`src/rtl/swe_pkg.sv`:
```
// Shared types, constants and the level table of the sound channel word encoder.
// No dependencies.
package swe_pkg;

	localparam int unsigned RATE_W  = 21;
	localparam int unsigned BASE_W  = 23;
	localparam int unsigned MANT_W  = 10;
	localparam int unsigned DIV_W   = RATE_W + MANT_W;
	localparam int unsigned CNT_W   = $clog2(DIV_W);
	localparam int unsigned OCT_W   = 4;
	localparam int unsigned HALVE_MAX = 15;

	localparam logic [BASE_W-1:0] PITCH_BASE     = 23'd5644800;
	localparam logic [OCT_W-1:0]  OCT_START      = 4'd7;
	localparam logic [7:0]        PAN_CENTRE     = 8'h80;
	localparam logic [4:0]        PAN_CODE_MID   = 5'h00;
	localparam logic [4:0]        PAN_CODE_LEFT  = 5'h1f;
	localparam logic [4:0]        PAN_CODE_RIGHT = 5'h0f;
	localparam logic [1:0]        KEY_ON_BITS    = 2'b11;
	localparam logic [7:0]        LEVEL_FULL     = 8'hff;

	typedef enum logic [1:0] {
		ST_IDLE,
		ST_DIV,
		ST_DONE
	} state_t;

	typedef struct packed {
		logic load;
		logic step;
		logic capture;
	} cmd_t;

	// upper half of the logarithmic volume curve
	localparam logic [7:0] LEVEL_ROM [128] = '{
		8'd180, 8'd181, 8'd181, 8'd182, 8'd183, 8'd183, 8'd184, 8'd185, 8'd185,
		8'd186, 8'd187, 8'd187, 8'd188, 8'd189, 8'd189, 8'd190, 8'd191, 8'd191,
		8'd192, 8'd193, 8'd193, 8'd194, 8'd195, 8'd195, 8'd196, 8'd197, 8'd197,
		8'd198, 8'd199, 8'd199, 8'd200, 8'd200, 8'd201, 8'd202, 8'd202, 8'd203,
		8'd204, 8'd204, 8'd205, 8'd205, 8'd206, 8'd207, 8'd207, 8'd208, 8'd209,
		8'd209, 8'd210, 8'd210, 8'd211, 8'd212, 8'd212, 8'd213, 8'd213, 8'd214,
		8'd215, 8'd215, 8'd216, 8'd216, 8'd217, 8'd217, 8'd218, 8'd219, 8'd219,
		8'd220, 8'd220, 8'd221, 8'd221, 8'd222, 8'd223, 8'd223, 8'd224, 8'd224,
		8'd225, 8'd225, 8'd226, 8'd227, 8'd227, 8'd228, 8'd228, 8'd229, 8'd229,
		8'd230, 8'd230, 8'd231, 8'd232, 8'd232, 8'd233, 8'd233, 8'd234, 8'd234,
		8'd235, 8'd235, 8'd236, 8'd236, 8'd237, 8'd237, 8'd238, 8'd239, 8'd239,
		8'd240, 8'd240, 8'd241, 8'd241, 8'd242, 8'd242, 8'd243, 8'd243, 8'd244,
		8'd244, 8'd245, 8'd245, 8'd246, 8'd246, 8'd247, 8'd247, 8'd248, 8'd248,
		8'd249, 8'd249, 8'd250, 8'd250, 8'd251, 8'd251, 8'd252, 8'd252, 8'd253,
		8'd254, 8'd255
	};

endpackage

```
`src/rtl/swe_ctrl.sv`:
```
// Controller of the sound channel word encoder: sequences load, divide steps and capture.
// Depends on swe_pkg.
module swe_ctrl (
	input  logic          clk,
	input  logic          arst_n,
	input  logic          in_valid,
	output logic          in_ready,
	output logic          out_valid,
	input  logic          out_ready,
	output swe_pkg::cmd_t cmd
);
	import swe_pkg::*;

	state_t           state_q, state_d;
	logic [CNT_W-1:0] cnt_q, cnt_d;
	logic             out_valid_q, out_valid_d;
	logic             slot_free;

	assign slot_free = !out_valid_q || out_ready;
	assign out_valid = out_valid_q;

	always_ff @(posedge clk or negedge arst_n) begin
		if (!arst_n) begin
			state_q     <= ST_IDLE;
			cnt_q       <= '0;
			out_valid_q <= 1'b0;
		end else begin
			state_q     <= state_d;
			cnt_q       <= cnt_d;
			out_valid_q <= out_valid_d;
		end
	end

	always_comb begin
		state_d     = state_q;
		cnt_d       = cnt_q;
		out_valid_d = out_valid_q && !out_ready;
		in_ready    = 1'b0;
		cmd         = '0;
		unique case (state_q)
			ST_IDLE: begin
				in_ready = 1'b1;
				if (in_valid) begin
					cmd.load = 1'b1;
					cnt_d    = CNT_W'(DIV_W - 1);
					state_d  = ST_DIV;
				end
			end
			ST_DIV: begin
				cmd.step = 1'b1;
				if (cnt_q == '0) begin
					state_d = ST_DONE;
				end else begin
					cnt_d = cnt_q - 1'b1;
				end
			end
			ST_DONE: begin
				if (slot_free) begin
					cmd.capture = 1'b1;
					out_valid_d = 1'b1;
					state_d     = ST_IDLE;
				end
			end
			default: begin
				state_d = ST_IDLE;
			end
		endcase
	end

`ifndef SYNTH
	a_accept_starts_div: assert property (@(posedge clk) disable iff (!arst_n)
		(in_valid && in_ready) |=> (state_q == ST_DIV && cnt_q == CNT_W'(DIV_W - 1)))
		else $error("accepted beat did not start the divider");

	a_div_runs_out: assert property (@(posedge clk) disable iff (!arst_n)
		(state_q == ST_DIV && cnt_q != '0) |=> (state_q == ST_DIV && cnt_q == $past(cnt_q) - 1'b1))
		else $error("divider left early or miscounted");

	a_last_step_done: assert property (@(posedge clk) disable iff (!arst_n)
		(state_q == ST_DIV && cnt_q == '0) |=> state_q == ST_DONE)
		else $error("divider did not finish after last step");

	a_capture_free_slot: assert property (@(posedge clk) disable iff (!arst_n)
		cmd.capture |-> (!out_valid_q || out_ready))
		else $error("result overwrote a beat not yet taken");
`endif

endmodule

```
`src/rtl/swe_dpath.sv`:
```
// Datapath of the sound channel word encoder: octave search, restoring divider,
// level table, pan and key words, output register. Depends on swe_pkg.
module swe_dpath (
	input  logic          clk,
	input  swe_pkg::cmd_t cmd,
	input  logic [5:0]    channel,
	input  logic [20:0]   sample_addr,
	input  logic [1:0]    sample_format,
	input  logic          loop_enable,
	input  logic [15:0]   loop_start,
	input  logic [15:0]   loop_end,
	input  logic [20:0]   rate_hz,
	input  logic [7:0]    volume,
	input  logic [7:0]    pan,
	output logic [14:0]   pitch_word,
	output logic [7:0]    level_byte,
	output logic [4:0]    pan_byte,
	output logic [15:0]   start_addr_low,
	output logic [15:0]   key_word,
	output logic          key_word_valid,
	output logic [15:0]   loop_start_word,
	output logic [15:0]   loop_end_word
);
	import swe_pkg::*;

	logic [OCT_W-1:0]  halve;
	logic [BASE_W-1:0] base_d;
	logic [4:0]        pan_code;
	logic              key_ok;

	logic [DIV_W-1:0]  dvd_q;
	logic [BASE_W-1:0] base_q;
	logic [BASE_W-1:0] rem_q;
	logic [MANT_W-1:0] quot_q;
	logic [OCT_W-1:0]  oct_q;
	logic [BASE_W:0]   trial;
	logic              fits;

	logic [7:0]  level_q;
	logic [4:0]  pan_q;
	logic [15:0] addr_low_q, key_q, lstart_q, lend_q;
	logic        key_ok_q;

	// smallest number of halvings that brings the base down to the rate
	always_comb begin
		halve = OCT_W'(HALVE_MAX);
		for (int i = HALVE_MAX - 1; i >= 0; i--) begin
			if ({2'b00, rate_hz} >= (PITCH_BASE >> i)) begin
				halve = OCT_W'(i);
			end
		end
		base_d = PITCH_BASE >> halve;
	end

	always_comb begin
		if (pan == PAN_CENTRE) begin
			pan_code = PAN_CODE_MID;
		end else if (pan < PAN_CENTRE) begin
			pan_code = PAN_CODE_LEFT;
		end else begin
			pan_code = PAN_CODE_RIGHT;
		end
	end

	assign key_ok = channel >= 6'd2;
	assign trial  = {rem_q, dvd_q[DIV_W-1]};
	assign fits   = trial >= {1'b0, base_q};

	always_ff @(posedge clk) begin
		if (cmd.load) begin
			dvd_q      <= {rate_hz, MANT_W'(0)};
			base_q     <= base_d;
			rem_q      <= '0;
			quot_q     <= '0;
			oct_q      <= OCT_START - halve;
			level_q    <= LEVEL_FULL - LEVEL_ROM[volume[7:1]];
			pan_q      <= pan_code;
			addr_low_q <= sample_addr[15:0];
			key_q      <= key_ok ? {KEY_ON_BITS, 4'b0000, loop_enable, sample_format,
			                        2'b00, sample_addr[20:16]} : 16'h0000;
			key_ok_q   <= key_ok;
			lstart_q   <= loop_start;
			lend_q     <= loop_end;
		end else if (cmd.step) begin
			// one quotient bit per step
			dvd_q  <= {dvd_q[DIV_W-2:0], 1'b0};
			rem_q  <= fits ? BASE_W'(trial - {1'b0, base_q}) : trial[BASE_W-1:0];
			quot_q <= {quot_q[MANT_W-2:0], fits};
		end
	end

	always_ff @(posedge clk) begin
		if (cmd.capture) begin
			pitch_word      <= {oct_q, 1'b0, quot_q};
			level_byte      <= level_q;
			pan_byte        <= pan_q;
			start_addr_low  <= addr_low_q;
			key_word        <= key_q;
			key_word_valid  <= key_ok_q;
			loop_start_word <= lstart_q;
			loop_end_word   <= lend_q;
		end
	end

endmodule

```
`src/rtl/sound_channel_word_encoder.sv`:
```
// Top level of the sound channel word encoder: joins controller and datapath.
// Depends on swe_pkg, swe_ctrl and swe_dpath.
//
//  channel  handshake            payload
//  -------  -------------------  -------------------------------------------------
//  in       in_valid / in_ready  channel, sample_addr, sample_format, loop_enable,
//                                loop_start, loop_end, rate_hz, volume, pan
//  out      out_valid/out_ready  pitch_word, level_byte, pan_byte, start_addr_low,
//                                key_word, key_word_valid, loop_start_word,
//                                loop_end_word
//
// For each item the accepting edge loads the operands and picks the octave, the
// restoring divider then steps through the 31-bit dividend (one quotient bit per
// step), and the result moves into the output register once the output is free.
// Reset clears the controller and output valid; payload registers are not reset.
// A result waiting at the output does not stop the next beat from being taken;
// only a second finished result waits in the done state until the port drains.
module sound_channel_word_encoder (
	input  logic        clk,
	input  logic        arst_n,
	input  logic        in_valid,
	output logic        in_ready,
	input  logic [5:0]  channel,
	input  logic [20:0] sample_addr,
	input  logic [1:0]  sample_format,
	input  logic        loop_enable,
	input  logic [15:0] loop_start,
	input  logic [15:0] loop_end,
	input  logic [20:0] rate_hz,
	input  logic [7:0]  volume,
	input  logic [7:0]  pan,
	output logic        out_valid,
	input  logic        out_ready,
	output logic [14:0] pitch_word,
	output logic [7:0]  level_byte,
	output logic [4:0]  pan_byte,
	output logic [15:0] start_addr_low,
	output logic [15:0] key_word,
	output logic        key_word_valid,
	output logic [15:0] loop_start_word,
	output logic [15:0] loop_end_word
);
	import swe_pkg::*;

	cmd_t cmd;

	// sequence load, divide and capture
	swe_ctrl u_ctrl (
		.clk       (clk),
		.arst_n    (arst_n),
		.in_valid  (in_valid),
		.in_ready  (in_ready),
		.out_valid (out_valid),
		.out_ready (out_ready),
		.cmd       (cmd)
	);

	// hold operands, divide, and register the result beat
	swe_dpath u_dpath (
		.clk             (clk),
		.cmd             (cmd),
		.channel         (channel),
		.sample_addr     (sample_addr),
		.sample_format   (sample_format),
		.loop_enable     (loop_enable),
		.loop_start      (loop_start),
		.loop_end        (loop_end),
		.rate_hz         (rate_hz),
		.volume          (volume),
		.pan             (pan),
		.pitch_word      (pitch_word),
		.level_byte      (level_byte),
		.pan_byte        (pan_byte),
		.start_addr_low  (start_addr_low),
		.key_word        (key_word),
		.key_word_valid  (key_word_valid),
		.loop_start_word (loop_start_word),
		.loop_end_word   (loop_end_word)
	);

endmodule
```
`config.mk`:
```
export PLATFORM = sky130hd
export DESIGN_NAME = sound_channel_word_encoder
export DESIGN_NICKNAME = d
export VERILOG_FILES = /design/src/rtl/swe_pkg.sv /design/src/rtl/swe_ctrl.sv /design/src/rtl/swe_dpath.sv /design/src/rtl/sound_channel_word_encoder.sv
export SDC_FILE = /design/constraint.sdc
export NUM_CORES = 1
export LEC_CHECK = 0
export ABC_AREA = 1
export BUFFER_PORTS_ARGS = -buffer_cell sky130_fd_sc_hd__buf_2
export CAP_MARGIN = 20
export CORE_MARGIN = 2
export CORE_UTILIZATION = 60
export DETAILED_ROUTE_END_ITERATION = 10
export GPL_TIMING_DRIVEN = 0
export PLACE_DENSITY = 0.92
export SYNTH_ARGS = -nofsm -noshare
export SYNTH_HDL_FRONTEND = slang
export SYNTH_HIERARCHICAL = 1
export SYNTH_SLANG_ARGS = --single-unit
```
`constraint.sdc`:
```
create_clock -name clk -period 9.35 [get_ports clk]
set_clock_uncertainty 0.05 [all_clocks]
set_input_delay 1.4025 -clock clk [delete_from_list [all_inputs] [get_ports clk]]
set_output_delay 1.4025 -clock clk [all_outputs]
set_load 0.05 [all_outputs]
```
# Word-level counts from Yosys, hierarchy flattened
# Memories as Yosys holds them, arrays and structs flattened.
# Index checks and enable logic that the tools add are counted.
# op_classes
n_eq_ne	7
n_mux	36
n_reduce_logical	10
n_shift	1
n_bitwise	1
addsub	4
n_lt_le_gt_ge	18
# op_table
cell	n
$mux 31	2
$mux 4	7
$ge 24x23->1	1
$ge 21x23->1 const B	1
$mux 23	1
$shr 23x4->23 const A	1
$sub 23x23->23	1
$ge 21x10->1 const B	1
$ge 21x11->1 const B	1
$ge 21x12->1 const B	1
$ge 21x13->1 const B	1
$ge 21x14->1 const B	1
$ge 21x15->1 const B	1
$ge 21x16->1 const B	1
$ge 21x17->1 const B	1
$ge 21x18->1 const B	1
$ge 21x19->1 const B	1
$ge 21x20->1 const B	1
$ge 21x21->1 const B	1
$ge 21x9->1 const B	1
$mux 16	1
$mux 8	2
$mux 5	3
$mux 3	4
23 further kinds	40
# word_totals
word_cells	102
register_bits	259
out_inout_bits	95
n_memories	1
input_bits	103
romBits	1024
# mem_list
memory	depth	word_bits	rd	rd_ports_with_merged_regs	write_ports	line	rtl
(no name shown)	128	8	1	0	0	swe_dpath.sv:76	level_q <= LEVEL_FULL - LEVEL_ROM[volume[7:1]];

# Depth between registers and ports, before layout
# logic_depth
word_depth	16
ltp_mapped	24

# Hierarchy
# Netlist, hierarchy kept.
# modules_own_cells
module	seq_area_each_um2	cells_per_inst	instances	area_per_inst_um2
swe_dpath	6486.2	1031	1	10578.9
swe_ctrl	200.2	57	1	449.2

# Worst setup path before layout
# Ideal clock, no wire load.
# synth_timing
kind	input -> register
startpoint	input port out_ready
endpoint	register u_dpath.key_word[0] (enable)
t_arrival_ns	4.784
slack_ns	3.996
cell_stages	2
cell_sequence	nor2_1 > nor2_1
# synth_lines
element	line	rtl
start: declaration	sound_channel_word_encoder.sv:33	input logic out_ready,
end signal: assignment	swe_dpath.sv:98	key_word <= key_q;
end: declaration	swe_dpath.sv:19	output logic [15:0] key_word,

# Final worst setup path
# layout_timing
startpoint	input port rate_hz[19]
endpoint	register u_dpath.base_q[4], data pin
# layout_via
elab_chain_cells	16
word_cells_on_any_way	29
classes_between	order compare (14); shift (1); mux (14)
# layout_rtl
element	line	rtl
start: declaration	sound_channel_word_encoder.sv:29	input logic [20:0] rate_hz,
$ge 21x9->1	swe_dpath.sv:48	if ({2'b00, rate_hz} >= (PITCH_BASE >> i)) begin
$mux 1	swe_dpath.sv:48	
$mux 2 (2 in a row)	swe_dpath.sv:48	
$mux 3 (4 in a row)	swe_dpath.sv:48	
$mux 4 (6 in a row)	swe_dpath.sv:48	
$mux 4 *	swe_dpath.sv:48	
$shr 23x4->23 *	swe_dpath.sv:52	base_d = PITCH_BASE >> halve;
named net u_dpath.base_d[4]	swe_dpath.sv:27	logic [BASE_W-1:0] base_d;
end signal: assignment	swe_dpath.sv:72	base_q <= base_d;
end: declaration	swe_dpath.sv:32	logic [BASE_W-1:0] base_q;
# Mark *: on every way through the listed nets, which the timed path passes. The rest lies on a longest branch.
# A chain may end at the register's enable or synchronous reset.

==> results by group <==
GRT
  • Total track usage: around 28%
  • Gr ovfl total: 0
  • Initial antenna violation count: 1
  • Vias in the first global route: about 8500
  • First-pass GRT wire length: between 40000 and 50000 um
  • Largest net degree at the start of global routing: between 60 and 70

STA
  • Min Tclk post-route: 3673 ps
  • Endpoints failing setup: 0
  • Setup TNS: 0 ps
  • Final cycle utilization of the critical path: around two fifths
  • RSZ-0062 raised after global routing: no
  • Max-slew violation count: 0
  • Worst hold slack: roughly 350 ps
  • Worst-Margin Slew: ~780 ps
  • Max Clk Rate: 272.2 MHz
  • Final Hold Fails: 0
  • Slew HR: between 40% and 50%

Logic synthesis
  • Top cell type by total area after synthesis: edfxtp_1
  • Synth top area share: between 50% and 60%
  • Synth Register Bits: around 240
  • YS warnings: 6
  • Ys flop type: edfxtp_1
  • Post-synth EDFFs: 194
  • Mapped Cells: between 1000 and 1500
  • Sequential element share of the synthesized area: between 60% and 70%
  • Post-Syn Area per Cell: about 10 um2
  • Async S/R FF share, synth: between 3 and 4%
  • Synth unique cells: 60
  • Post-Syn Area: 11030 um2
  • Synth area leaders: edfxtp_1, nand2_1, dfxtp_1

Critical path
  • Element type at the critical path start: input port
  • R2r startpoint: u_dpath/base_q[17]
  • Cell mode on critical path: nand2_1
  • Top delay family on crit path: simple AND/OR/NAND/NOR gates
  • Arr. time, crit path: 3860 ps
  • CP Max Fanout: 6
  • Reg2reg end: u_dpath/rem_q[16]
  • Critical path's largest stage delay: 280 ps
  • Critical path class: input port to flop
  • FF-to-FF path depth: 14
  • Buffers & Inverters on Critical Path: 2
  • Cell Chain, Critical Path: buf_2 -> nor2_2 -> nand2_2 -> nor2_4 -> nand2_1 -> nor2_2 -> nand2_1 -> nand2_1 -> nand2_1 -> nand2_1 -> nand2_1 -> nand2_1 -> nand2_1 -> nand2_1 -> nand2_1 -> nand2_1 -> nand2_2 -> nand2_1 -> inv_1 -> ha_1 -> nand2_1 -> o21ai_2 -> nand2_1 -> o21ai_1
  • R2r setup slk: between 6000 and 7000 ps
  • Critical path endpoint category: flop
  • CP Data Required Time: 9530 ps
  • CP max stage cell: ha_1

Placement
  • DPL Wire Length: 20030 um
  • RD Place Congestion: ~0.94
  • I/O Buffers: 184

Routing
  • Vias per cell: between 5 and 6
  • Total wire length: between 20000 and 30000 um
  • Drt pass-1 iters: 6
  • Detailed Route Iter0 Violations: 839
  • DRC viols: 0
  • Post-route ant nets: 0
  • Wire per inst: 17.99 um
  • Vias: 8757

Final layout
  • # fillers: 1238
  • P&R area growth vs syn: 18.31%
  • Share of layout cells above drive strength 1: roughly a fifth
  • Final layout net count: approximately 1500
  • Most frequent cells in the layout: nand2_1, edfxtp_1, buf_2
  • Commonest non-fill, non-tap cell in the layout: nand2_1

Clocking
  • CTS Root Cell: clkbuf_16
  • CTS buffer count: 23
  • CTS Sinks: approximately 240
  • Skew-Pair Late Insertion Delay: about 500 ps
  • Max H-tree Level: 1
  • Hold_buf cts: 0
  • Max Root-Sink Buffers: 3
  • Worst-path clk slew: 70 ps
  • CTS tree: done
  • # Post-CTS Setup Buffers: 0
  • Post-CTS Resized: 0

Power
  • P per Cell Area: between 200 and 300 nW/um2
  • Static Leak: around 0.0056 uW
  • Max VDD drop: about 0.26 mV

Run status
  • Status: finished, final reports clean

Floorplanning
  • Initial Util: between 60% and 70%
  • Die ar.: 19480 um2
  • Die W: roughly 140 um
  • Ports: between 150 and 200
  • Die height: about 140 um
  • Std cell rows: 49
  • Core Box Area: 18020 um2

Min path
  • Worst Hold Depth: 0
  • Hold Path Class: flop to flop
  • Hold EP: u_dpath/loop_end_word[6]
  • Worst hold start: u_dpath/lend_q[6]

Flow run
  • Maxcap violations: 0
## synthesized netlist by cell type (2+ instances only)
cell type / n
nand2_2: 5
a311oi_1: 2
inv_1: 129
o21a_1: 3
o211ai_1: 8
a22o_1: 2
nand4_1: 10
nand2_4: 3
o221ai_1: 2
buf_2: 8
dfxtp_1: 33
a211oi_1: 4
nand3_2: 2
xor2_1: 8
o21ai_1: 9
ha_1: 39
o21bai_1: 2
nor3_2: 2
nor2_2: 8
a31oi_1: 5
nand3b_1: 2
a21o_1: 3
inv_2: 7
a32oi_1: 2
nor3_1: 13
a21oi_1: 47
xnor2_1: 7
nand2_1: 241
o21ai_0: 70
buf_4: 14
nor4_1: 7
clkbuf_1: 17
nand3_1: 46
edfxtp_1: 194
dfrtp_1: 8
o21ai_2: 2
nor2_1: 88
o31ai_1: 3
o22ai_1: 12
## worst max-delay path by stage
stage	from	end	slack [ps]	cells after the start
finish	rate_hz[19]	u_dpath/base_q[4]	5680	24
global route	rate_hz[12]	u_dpath/base_q[4]	5440	24
CTS	rate_hz[12]	u_dpath/base_q[4]	5680	24
detailed placement	rate_hz[12]	u_dpath/base_q[4]	5170	24
global placement	out_ready	u_dpath/loop_end_word[5]	2730	3
floorplan	out_ready	u_dpath/key_word[0]	4000	2
## stage by stage
stage	instances	utilization, %	setup WS, ps	instance area (um2)	power, uW
after global routing	1553	72.39	5438	13050	3744
after global placement	1508	68.03	2734	12260	2548
after floorplan	1095	-	3996	11050	2316
final	1553	72.39	5677	13050	3546
after CTS	1552	72.37	5679	13050	3525
after detailed placement	1511	68.51	5166	12350	2636
## per-layer routing
metal,global-route usage (%),part of all wire (%)
met1,34.48,37
met4,11.79,4.6
met3,3.682,6.7
met2,50.26,51
met5,0,0
## sequential cells by signal, indices dropped and copies added, names as in the netlist, 10 cells and up
register,count
u_dpath/addr_low_q,16
u_dpath/dvd_q,21
u_dpath/rem_q,23
u_dpath/quot_q,10
u_dpath/loop_start_word,16
u_dpath/base_q,23
u_dpath/start_addr_low,16
u_dpath/lend_q,16
u_dpath/lstart_q,16
u_dpath/pitch_word,14
u_dpath/loop_end_word,16
## worst register-to-register path: stages (launching register included)
cell and delay, ps:
edfxtp_1 360, inv_1 100, ha_1 310, a21oi_1 300
o21ai_0 130, inv_1 120, o211ai_1 110, a21oi_1 190
nand3_2 310, inv_2 130, buf_2 280, nand2_1 130
o21ai_0 160, nand2_1 110, nand2_1 80
## cell type report
class	instances	area, um2	share of cell area [%]
sequential	235	6686	51.25
antenna	1	2.502	0.01918
buffer	39	210.2	1.611
tap	229	286.5	2.196
inverter	138	524.3	4.018
timing repair buffer	187	996.0	7.633
multi-input combinational	683	3645	27.93
clock inverter	11	85.08	0.6521
clock buffer	30	611.8	4.689
## where the power goes
group | switching, uW | internal [uW] | total [uW]
logic | 785 | 406 | 1190
registers | 105 | 1380 | 1490
clock network | 378 | 490 | 868
## cell families (layout without fill, tap and decap cells)
family	count (synthesis)	after routing	synth area share (%)
AO/OA/AOI/OAI	185	185	9.882
XOR/XNOR	15	15	1.191
adder cells (fa/ha/maj)	40	40	4.606
buffers and inverters	177	405	6.626
flip-flops	235	235	60.63
multiplexers	1	1	0.09077
other	1	9	0.03400
AND/OR/NAND/NOR	434	434	16.94
(Power assumes the default switching activity.)
